<file path="config.mk">
export PLATFORM = sky130hd
export DESIGN_NAME = hex_record_line_parser
export DESIGN_NICKNAME = d
export VERILOG_FILES = /design/src/design/hrlp_pkg.sv /design/src/design/hrlp_in_reg.sv /design/src/design/hrlp_step.sv /design/src/design/hrlp_out_reg.sv /design/src/design/hex_record_line_parser.sv
export SDC_FILE = /design/constraint.sdc
export NUM_CORES = 1
export LEC_CHECK = 0
export BUFFER_PORTS_ARGS = -buffer_cell sky130_fd_sc_hd__buf_4
export CAP_MARGIN = 10
export CORE_MARGIN = 5
export CORE_UTILIZATION = 45
export CTS_BUF_LIST = sky130_fd_sc_hd__clkbuf_4 sky130_fd_sc_hd__clkbuf_8
export CTS_CLUSTER_DIAMETER = 60
export DETAILED_ROUTE_END_ITERATION = 7
export GPL_ROUTABILITY_DRIVEN = 0
export GPL_TIMING_DRIVEN = 0
export HOLD_SLACK_MARGIN = 0.02
export PLACE_DENSITY_LB_ADDON = 0.15
export SYNTH_ARGS = -nofsm -noshare
export SYNTH_HDL_FRONTEND = slang
export SYNTH_SLANG_ARGS = --single-unit
</file>
<file path="constraint.sdc">
create_clock -name clk -period 7.35 [get_ports clk]
set_input_delay 0.735 -clock clk [delete_from_list [all_inputs] [get_ports clk]]
set_output_delay 0.735 -clock clk [all_outputs]
set_load 0.02 [all_outputs]
</file>
<file path="src/design/hrlp_pkg.sv">
// ----------------------------------------------------------------------------
// hrlp_pkg
// Shared types and constants for the hex record line parser.
// ----------------------------------------------------------------------------
package hrlp_pkg;

  localparam int CharW  = 8;
  localparam int PosW   = 10;
  localparam int AddrW  = 16;
  localparam int ByteW  = 8;

  localparam logic [CharW-1:0] CharNewline = 8'd10;
  localparam logic [CharW-1:0] CharColon   = 8'h3a;
  localparam logic [CharW-1:0] CharZero    = 8'h30;
  localparam logic [CharW-1:0] CharNine    = 8'h39;
  localparam logic [CharW-1:0] CharUpperA  = 8'h41;

  localparam logic [PosW-1:0] PosMax       = 10'd1023;
  localparam logic [PosW-1:0] PosCountLo   = 10'd2;
  localparam logic [PosW-1:0] PosAddrHiLo  = 10'd4;
  localparam logic [PosW-1:0] PosAddrLoLo  = 10'd6;
  localparam logic [PosW-1:0] PosTypeHi    = 10'd7;
  localparam logic [PosW-1:0] PosTypeLo    = 10'd8;
  localparam logic [PosW-1:0] PosDataStart = 10'd10;

  typedef enum logic [0:0] {
    KIND_DATA   = 1'b0,
    KIND_STATUS = 1'b1
  } result_kind_t;

  typedef enum logic [1:0] {
    STATUS_OK       = 2'd0,
    STATUS_BAD_HEAD = 2'd1,
    STATUS_CHECKSUM = 2'd2,
    STATUS_SHORT    = 2'd3
  } line_status_t;

  typedef enum logic [1:0] {
    ERR_NONE     = 2'd0,
    ERR_BAD_HEAD = 2'd1,
    ERR_CHECKSUM = 2'd2
  } line_error_t;

  typedef struct packed {
    result_kind_t     kind;
    logic [AddrW-1:0] address;
    logic [ByteW-1:0] index;
    logic [ByteW-1:0] data;
    logic [ByteW-1:0] count;
    line_status_t     status;
  } result_t;

  // value of one hex digit character, modulo 256
  function automatic logic [ByteW-1:0] digit_value(input logic [CharW-1:0] c);
    if (c > CharNine) begin
      return c - CharUpperA + 8'd10;
    end
    return c - CharZero;
  endfunction

endpackage

</file>
<file path="src/design/hrlp_in_reg.sv">
// ----------------------------------------------------------------------------
// hrlp_in_reg
// Input register: holds one character until the parse stage takes it.
// ----------------------------------------------------------------------------
module hrlp_in_reg (
  input  logic                      clk,
  input  logic                      rst,
  input  logic                      in_valid,
  output logic                      in_ready,
  input  logic [hrlp_pkg::CharW-1:0] line_char,
  input  logic                      advance,
  output logic                      hold_valid,
  output logic [hrlp_pkg::CharW-1:0] hold_char
);

  assign in_ready = !hold_valid || advance;

  always_ff @(posedge clk) begin
    if (rst) begin
      hold_valid <= 1'b0;
    end else if (in_ready) begin
      hold_valid <= in_valid;
    end
  end

  always_ff @(posedge clk) begin
    if (in_valid && in_ready) begin
      hold_char <= line_char;
    end
  end

endmodule

</file>
<file path="src/design/hrlp_step.sv">
// ----------------------------------------------------------------------------
// hrlp_step
// Per-line parse state and the decode of one character into a result.
// ----------------------------------------------------------------------------
module hrlp_step (
  input  logic                       clk,
  input  logic                       rst,
  input  logic                       advance,
  input  logic [hrlp_pkg::CharW-1:0] char_in,
  output logic                       res_valid,
  output hrlp_pkg::result_t          res
);

  logic [hrlp_pkg::PosW-1:0]  char_position, char_position_next;
  logic [hrlp_pkg::ByteW-1:0] high_digit, high_digit_next;
  logic [hrlp_pkg::ByteW-1:0] running_sum, running_sum_next;
  logic [hrlp_pkg::ByteW-1:0] count_held, count_held_next;
  logic [hrlp_pkg::AddrW-1:0] address_held, address_held_next;
  hrlp_pkg::line_error_t      error_held, error_held_next;

  logic [hrlp_pkg::PosW-1:0]  cs_pos;
  logic [hrlp_pkg::PosW-1:0]  data_off;
  logic [hrlp_pkg::ByteW-1:0] digit;
  logic [hrlp_pkg::ByteW-1:0] pair;
  logic [hrlp_pkg::ByteW-1:0] sum;

  assign cs_pos   = hrlp_pkg::PosDataStart + {1'b0, count_held, 1'b0};
  assign data_off = char_position - hrlp_pkg::PosDataStart;
  assign digit    = hrlp_pkg::digit_value(char_in);
  assign pair     = {high_digit[3:0], 4'h0} + digit;
  assign sum      = running_sum + pair;

  always_comb begin
    char_position_next = char_position;
    high_digit_next    = high_digit;
    running_sum_next   = running_sum;
    count_held_next    = count_held;
    address_held_next  = address_held;
    error_held_next    = error_held;
    res_valid          = 1'b0;
    res.kind           = hrlp_pkg::KIND_DATA;
    res.address        = address_held;
    res.index          = data_off[8:1];
    res.data           = pair;
    res.count          = count_held;
    res.status         = hrlp_pkg::STATUS_OK;

    if (char_in == hrlp_pkg::CharNewline) begin
      res_valid  = 1'b1;
      res.kind   = hrlp_pkg::KIND_STATUS;
      res.index  = '0;
      res.data   = '0;
      if (error_held == hrlp_pkg::ERR_BAD_HEAD) begin
        res.status = hrlp_pkg::STATUS_BAD_HEAD;
      end else if (char_position <= cs_pos) begin
        res.status = hrlp_pkg::STATUS_SHORT;
      end else if (error_held == hrlp_pkg::ERR_CHECKSUM) begin
        res.status = hrlp_pkg::STATUS_CHECKSUM;
      end else begin
        res.status = hrlp_pkg::STATUS_OK;
      end
      char_position_next = '0;
      high_digit_next    = '0;
      running_sum_next   = '0;
      count_held_next    = '0;
      address_held_next  = '0;
      error_held_next    = hrlp_pkg::ERR_NONE;
    end else begin
      if (char_position != hrlp_pkg::PosMax) begin
        char_position_next = char_position + 1'b1;
      end
      if (error_held == hrlp_pkg::ERR_BAD_HEAD || char_position > cs_pos) begin
        // ignored character
      end else if (char_position == '0) begin
        if (char_in != hrlp_pkg::CharColon) begin
          error_held_next = hrlp_pkg::ERR_BAD_HEAD;
        end
      end else if (char_position == hrlp_pkg::PosTypeHi ||
                   char_position == hrlp_pkg::PosTypeLo) begin
        if (char_in != hrlp_pkg::CharZero) begin
          error_held_next = hrlp_pkg::ERR_BAD_HEAD;
        end
      end else if (char_position[0]) begin
        high_digit_next = digit;
      end else begin
        running_sum_next = sum;
        if (char_position == hrlp_pkg::PosCountLo) begin
          count_held_next = pair;
        end else if (char_position == hrlp_pkg::PosAddrHiLo) begin
          address_held_next = {pair, 8'h00};
        end else if (char_position == hrlp_pkg::PosAddrLoLo) begin
          address_held_next = {address_held[15:8], pair};
        end else if (char_position == cs_pos) begin
          if (sum != '0) begin
            error_held_next = hrlp_pkg::ERR_CHECKSUM;
          end
        end else begin
          res_valid = 1'b1;
        end
      end
    end
  end

  always_ff @(posedge clk) begin
    if (rst) begin
      char_position <= '0;
      high_digit    <= '0;
      running_sum   <= '0;
      count_held    <= '0;
      address_held  <= '0;
      error_held    <= hrlp_pkg::ERR_NONE;
    end else if (advance) begin
      char_position <= char_position_next;
      high_digit    <= high_digit_next;
      running_sum   <= running_sum_next;
      count_held    <= count_held_next;
      address_held  <= address_held_next;
      error_held    <= error_held_next;
    end
  end

endmodule

</file>
<file path="src/design/hrlp_out_reg.sv">
// ----------------------------------------------------------------------------
// hrlp_out_reg
// Result register: holds one result until the downstream transfer.
// ----------------------------------------------------------------------------
module hrlp_out_reg (
  input  logic              clk,
  input  logic              rst,
  input  logic              load,
  input  hrlp_pkg::result_t res_in,
  output logic              can_load,
  output logic              out_valid,
  input  logic              out_ready,
  output hrlp_pkg::result_t res_out
);

  assign can_load = !out_valid || out_ready;

  always_ff @(posedge clk) begin
    if (rst) begin
      out_valid <= 1'b0;
    end else if (can_load) begin
      out_valid <= load;
    end
  end

  always_ff @(posedge clk) begin
    if (load && can_load) begin
      res_out <= res_in;
    end
  end

endmodule

</file>
<file path="src/design/hex_record_line_parser.sv">
// ----------------------------------------------------------------------------
// hex_record_line_parser
// Parses data records of a hex text stream one character per transfer.
// ----------------------------------------------------------------------------
// One character is taken per cycle while the output does not stall: an
// input register feeds a single decode stage that updates the per-line state
// on each accepted character, and a result register carries the data byte or
// end-of-line status out; characters that give no result simply pass through
// the decode stage. Stalls on the output hold the input side after one
// buffered character.
module hex_record_line_parser (
  input  logic                        clk,
  input  logic                        rst,
  input  logic                        in_valid,
  output logic                        in_ready,
  input  logic [hrlp_pkg::CharW-1:0]  line_char,
  output logic                        out_valid,
  input  logic                        out_ready,
  output logic                        result_kind,
  output logic [hrlp_pkg::AddrW-1:0]  record_address,
  output logic [hrlp_pkg::ByteW-1:0]  byte_index,
  output logic [hrlp_pkg::ByteW-1:0]  data_byte,
  output logic [hrlp_pkg::ByteW-1:0]  byte_count,
  output logic [1:0]                  line_status
);

  logic                       hold_valid;
  logic [hrlp_pkg::CharW-1:0] hold_char;
  logic                       can_load;
  logic                       advance;
  logic                       res_valid;
  hrlp_pkg::result_t          res;
  hrlp_pkg::result_t          res_out;

  assign advance = hold_valid && can_load;

  hrlp_in_reg u_in_reg (
    .clk        (clk),
    .rst        (rst),
    .in_valid   (in_valid),
    .in_ready   (in_ready),
    .line_char  (line_char),
    .advance    (advance),
    .hold_valid (hold_valid),
    .hold_char  (hold_char)
  );

  hrlp_step u_step (
    .clk       (clk),
    .rst       (rst),
    .advance   (advance),
    .char_in   (hold_char),
    .res_valid (res_valid),
    .res       (res)
  );

  hrlp_out_reg u_out_reg (
    .clk       (clk),
    .rst       (rst),
    .load      (advance && res_valid),
    .res_in    (res),
    .can_load  (can_load),
    .out_valid (out_valid),
    .out_ready (out_ready),
    .res_out   (res_out)
  );

  assign result_kind    = res_out.kind;
  assign record_address = res_out.address;
  assign byte_index     = res_out.index;
  assign data_byte      = res_out.data;
  assign byte_count     = res_out.count;
  assign line_status    = res_out.status;

endmodule
</file>
## After elaboration in Yosys (flattened, before gate mapping)

Index checks and enable logic that the tools add are counted.

- Flip-flop bits (word level): 101
- Bits in latches: 0
- Bits in writable memories: 0
- Memory bits (read-only): 0
- Word-level logic and storage cells: 133
- Memories kept: 0

- Add/sub/neg operators: 8
- Multiply operators: 0
- Divide/modulo/power cells: 0
- Magnitude comparators: 3
- Equality and inequality tests: 23
- Shift operators: 0
- Multiplexer cells: 54
- Bitwise gates (word level): 1
- Reductions and logical operators: 27

Operators with widths:

| operator | count |
|---|---|
| $mux W16 | 7 |
| $mux W8 | 14 |
| $eq A10 B3 Y1 const B | 3 |
| $mux W2 | 14 |
| $mux W10 | 2 |
| $mux W4 | 5 |
| $add A8 B8 Y8 | 2 |
| $ne A8 B6 Y1 const B | 2 |
| $reduce_and A7 Y1 | 2 |
| $mux W1 | 12 |
| $ne A4 B1 Y1 const B | 3 |
| $add A10 B1 Y10 const B | 1 |
| $add A4 B9 Y10 const A | 1 |
| $eq A10 B10 Y1 | 1 |
| $eq A10 B2 Y1 const B | 1 |
| $eq A10 B4 Y1 const B | 1 |
| $gt A10 B10 Y1 | 1 |
| $le A10 B10 Y1 | 1 |
| $logic_not A10 Y1 | 1 |
| $ne A10 B10 Y1 const B | 1 |
| $reduce_and A10 Y1 | 1 |
| $reduce_and A5 Y1 | 2 |
| $sub A9 B4 Y9 const B | 1 |
| $add A8 B4 Y8 const B | 1 |
| 22 further kinds | 36 |

## Longest topological paths before layout

- Depth after elaboration: 17
- Gate-level depth with buffers: 17

## Hierarchy

From an unflattened synthesis, not the netlist that was laid out.

- Cells, all modules: 481
- Area total of the unflattened synthesis: 5056.1 µm²

Modules (own cells, without submodules):

| module | times used | cells each | area an instance (µm²) | sequential area each (µm²) |
|---|---|---|---|---|
| hrlp_step | 1 | 418 | 3402.0 | 960.9 |
| hrlp_out_reg | 1 | 48 | 1346.3 | 1311.3 |
| hrlp_in_reg | 1 | 13 | 295.3 | 260.2 |
| hex_record_line_parser | 1 | 2 | 12.5 | 0.0 |

## Worst setup path before layout

OpenSTA, ideal clock, no wires.

- Path kind: flip-flop to flip-flop
- From: reg u_step.count_held[0] in the netlist's numbering
- To: reg u_out_reg.res_out[0] (netlist name)
- Library setup time: 443 ps
- Arrival time: 4103 ps
- Required time: 6907 ps
- Path slack: 2804 ps
- Cell stages (with the launch flop): 12
- Buffers on the path: 0
- Period minus slack after synthesis: 4546 ps
- Cell sequence: dfxtp_1 > ha_1 > o21ai_0 > xor2_1 > ha_1 > and4_1 > a21o_1 > a211oi_2 > o211ai_1 > nor3_1 > nor2_1 > nor2_1

- Longest elaborated chain between the ends: 13
- Elaborated cells on any way between the ends: 15
- Those cells by class: add/sub (1); order compare (1); eq/ne (1); mux (9); reduce/logical (3)

RTL lines:

| item | line | text |
|---|---|---|
| from (decl) | hrlp_step.sv:17 | `logic [hrlp_pkg::ByteW-1:0] count_held, count_held_next;` |
| from (signal assigned) | hrlp_step.sv:116 | `count_held <= count_held_next;` |
| $add A4 B9 Y10 * | hrlp_step.sv:27 | `assign cs_pos = hrlp_pkg::PosDataStart + {1'b0, count_held, 1'b0};` |
| $eq A10 B10 Y1 | hrlp_step.sv:93 | `end else if (char_position == cs_pos) begin` |
| $mux W1 | hrlp_step.sv:93 |  |
| $mux W1 | hrlp_step.sv:91 | `end else if (char_position == hrlp_pkg::PosAddrLoLo) begin` |
| $mux W1 | hrlp_step.sv:89 | `end else if (char_position == hrlp_pkg::PosAddrHiLo) begin` |
| $mux W1 | hrlp_step.sv:87 | `if (char_position == hrlp_pkg::PosCountLo) begin` |
| $mux W1 | hrlp_step.sv:83 | `end else if (char_position[0]) begin` |
| $mux W1 | hrlp_step.sv:78 | `end else if (char_position == hrlp_pkg::PosTypeHi \|\|` |
| $mux W1 | hrlp_step.sv:74 | `end else if (char_position == '0) begin` |
| $mux W1 * | hrlp_step.sv:72 | `if (error_held == hrlp_pkg::ERR_BAD_HEAD \|\| char_position > cs_pos) begin` |
| $mux W1 * | hrlp_step.sv:48 | `if (char_in == hrlp_pkg::CharNewline) begin` |
| $logic_and A1 B1 Y1 * | hex_record_line_parser.sv:60 | `.load (advance && res_valid),` |
| $logic_and A1 B1 Y1 * | hrlp_out_reg.sv:27 | `if (load && can_load) begin` |

Every way passes the cells marked *; elsewhere a longest branch is shown, timed or not.
A chain may end at the register's enable or synchronous reset.

## Worst setup path in the final report

- From: reg u_in_reg.hold_char[0] in the netlist's numbering
- To: reg u_step.error_held[0]

- Longest elaborated chain between the ends: 9
- Elaborated cells on any way between the ends: 24
- Those cells by class: add/sub (5); order compare (1); eq/ne (10); mux (4); reduce/logical (4)

RTL lines:

| item | line | text |
|---|---|---|
| from (decl) | hrlp_in_reg.sv:13 | `output logic [hrlp_pkg::CharW-1:0] hold_char` |
| from (signal assigned) | hrlp_in_reg.sv:28 | `hold_char <= line_char;` |
| $sub A8 B7 Y8 | hrlp_pkg.sv:56 | `return c - CharUpperA + 8'd10;` |
| $add A8 B4 Y8 | hrlp_pkg.sv:56 |  |
| $mux W8 | hrlp_pkg.sv:55 | `if (c > CharNine) begin` |
| $mux W8 * | hrlp_pkg.sv:58 | `return c - CharZero;` |
| $add A8 B8 Y8 * | hrlp_step.sv:30 | `assign pair = {high_digit[3:0], 4'h0} + digit;` |
| via u_step.pair, one bit | hrlp_step.sv:24 | `logic [hrlp_pkg::ByteW-1:0] pair;` |
| $add A8 B8 Y8 * | hrlp_step.sv:31 | `assign sum = running_sum + pair;` |
| $reduce_bool A8 Y1 * | hrlp_step.sv:94 | `if (sum != '0) begin` |
| $reduce_bool A4 Y1 (no source line) * | n/a |  |
| $reduce_and A10 Y1 (no source line) * | n/a |  |
| to (signal assigned) | hrlp_step.sv:111 | `error_held <= hrlp_pkg::ERR_NONE;` |
| to (signal assigned) | hrlp_step.sv:118 | `error_held <= error_held_next;` |
| to (decl) | hrlp_step.sv:19 | `hrlp_pkg::line_error_t error_held, error_held_next;` |

The timed path passes the listed nets; every way through them passes the cells marked *. The select of a mux whose other input is x is not followed.

==> reports/qor.csv <==
metric,value,unit
core_area,11000,um^2
fill_cells,996,
ys_ff_latch,101,
endpoint_kind,flip-flop,
synth_edf_count,51,
synth_top_area_share,30.0,%
htree_levels,3,
syn_inst,488,
dieArea,13600,um^2
critPathKind,reg -> reg,
fp.dieH,116,um
synth_cell_types,63,
ir_drop,0.109,mV
p_total,0.00108,W
slew_headroom,36.6,%
drtIter0Drc,200,
num_rows,38,
path_clk_slew,0.10,ns
hold_buffers,0,
drive_above_1_share,16.0,%
synthArstFlopShare,0,%
synth_nets,533,
tns,0,ns
cts_tree,done,
final_common_cell,nor2_1,
routedWlPerCell,16.6,um
fin_crit_sh,68.6,%
postRouteAntennaNets,0,
syn_area,5100,um^2
grt_max_degree,38,
die_w,116,um
power.static_leakage,2.26,nW
final_max_slew_viol_count,0,
grt_pass1_wl,19000,um
start_kind,flip-flop,
hold_viol_final,0,
mostFrequentLayoutCells,"nor2_1 (65), buf_4 (56), edfxtp_1 (51), dfxtp_1 (50), ha_1 (31)",
dr_total_vias,3862,
hold_class,reg -> reg,
drt_pre_antenna_iters,5,
final-setup-viol-count,0,
grt_pass1_vias,3769,
status,"finished, final reports clean",
required,7.62,ns
fin_util,53.9,%
synth_area_leaders,"edfxtp_1 (30%), dfxtp_1 (20%), ha_1 (7.6%)",
cts-buffers-inserted,9,
antenna_found_initial,0,
port_buffers,56,
crit_fanout,6,
powerDensity,183,nW/um^2
grt-ovfl-total,0,
clockRootBuffer,clkbuf_8,
cts_resized,0,
rsz0062_at_grt,false,
cts_setup_buffers,0,
clk_path_buf_depth,2,
insertion_delay,0.37,ns
seqCellArea,2530,um^2
synth-seq-area-share,49.7,%
maxCapViolations,0,
multi_input_area,2400,um^2
ios,57,
max_freq,198,MHz
start_util,46.4,%
tightest_slew,0.944,ns
synth_top_area_cell,edfxtp_1,
route.detailed.drc,0,
grtUsageTotal,18.2,%
cp_data_arrival_time,5.31,ns
synth-main-ff-cell,edfxtp_1,
fin_skew,0.0132,ns
vias_per_cell,5.51,
fin_nets,601,
yosysWarningCount,0,
area_delta_synth_final,16.0,%
insertedDiodeCount,0,
routed_wl,11600,um
dpl.hpwl,8660,um
syn-mean-instance-area,10.5,um^2
finalWorstPathRequiredPeriod,5.04,ns
clkSinkCount,101,
==> critical path: stages, from the launching register on <==
cell and delay, ns:
edfxtp_1 0.49, inv_1 0.13, ha_1 0.20, o21bai_1 0.07, a311o_1 0.45, mux2_2 0.29
inv_1 0.06, fa_1 0.40, xor2_1 0.57, inv_1 0.20, ha_1 0.41, and3b_1 0.19
a211oi_1 0.19, o211ai_1 0.15, nor4_1 0.53, nand2_1 0.10, o21ai_1 0.16, mux2_2 0.34
==> cell usage after synthesis (all sizes together) (2+ instances only) <==
master and n:
a2111oi 2, a211oi 5, a21o 3, a21oi 24, a22oi 14, a31o 2, and2 4, and3 4
and3b 3, and4 3, buf 4, clkbuf 10, dfxtp 50, edfxtp 51, fa 2, ha 31
inv 28, mux2 2, mux2i 5, nand2 29, nand2b 7, nand3 10, nand3b 10, nand4 3
nor2 67, nor2b 6, nor3 11, nor4 6, o211ai 5, o21ai 19, o21bai 3, o2bb2ai 8
o31ai 6, or4 2, xnor2 14, xor2 18
==> where the power goes <==
part	leakage, nW	total, W	internal [W]	switching, W
sequential	0.826	0.000608	0.000601	0.00000784
clock	0.0996	0.000355	0.000161	0.000193
combinational	1.34	0.000121	0.0000434	0.0000774
==> state kept, by name, summed over array words and instances, names as in the netlist <==
signal / flops
u_step.count_held: 8
u_step.high_digit: 4
u_step.char_position: 10
u_in_reg.hold_char: 8
u_step.running_sum: 8
u_out_reg.out_valid: 1
u_step.error_held: 2
u_step.address_held: 16
u_in_reg.hold_valid: 1
u_out_reg.res_out: 43
==> routing by layer <==
| layer | track usage [%] | part of all wire [%] |
|---|---|---|
| met5 | 0 | 0 |
| met4 | 8.35 | 2.4 |
| met3 | 2.49 | 5.5 |
| met2 | 29.4 | 46 |
| met1 | 24.3 | 46 |
==> final timing paths <==
kind                                                            from                           endpoint  slack [ns]  cells past startpoint
worst max-delay path                 u_in_reg.hold_char[0]$_DFFE_PP_  u_step.error_held[0]$_SDFFE_PP0P_        2.31                     17
worst min register to register  u_step.address_held[14]$_SDFFE_PP0P_    u_out_reg.res_out[40]$_DFFE_PP_        0.44                      0
worst max register to register       u_in_reg.hold_char[0]$_DFFE_PP_  u_step.error_held[0]$_SDFFE_PP0P_        2.31                     17
worst min-delay path            u_step.address_held[14]$_SDFFE_PP0P_    u_out_reg.res_out[40]$_DFFE_PP_        0.44                      0
==> final cells by class <==
type                            count  area share, %
Buffer                             14           1.16
Clock buffer                       10           2.22
Clock inverter                      6           1.02
Inverter                           29           1.84
Multi-Input combinational cell    344           40.5
Sequential cell                   101           42.8
Tap cell                          140           2.96
Timing Repair Buffer               57           7.45
==> cells by family (layout without fill, tap and decap cells) <==
family                   count (synthesis)  in the layout  synth area share [%]
buffers and inverters                   43            116                  3.48
XOR/XNOR                                33             33                  5.94
flip-flops                             101            101                  49.7
multiplexers                             7              7                  1.42
AO/OA/AOI/OAI                          103            103                  14.2
AND/OR/NAND/NOR                        167            167                  16.7
adder cells (fa/ha/maj)                 34             34                  8.59
==> metrics by stage <==
step	instances	instance area (um^2)	setup slack, ns	hold slack (ns)
3_5_place_dp	685	5720	2.42	0.417
3_3_place_gp	684	5700	1.60	0.418
2_1_floorplan	488	5100	2.80	0.409
6_report	701	5910	2.31	0.439
5_1_grt	701	5910	1.86	0.449
4_1_cts	701	5910	2.37	0.441
(Power assumes the default switching activity.)
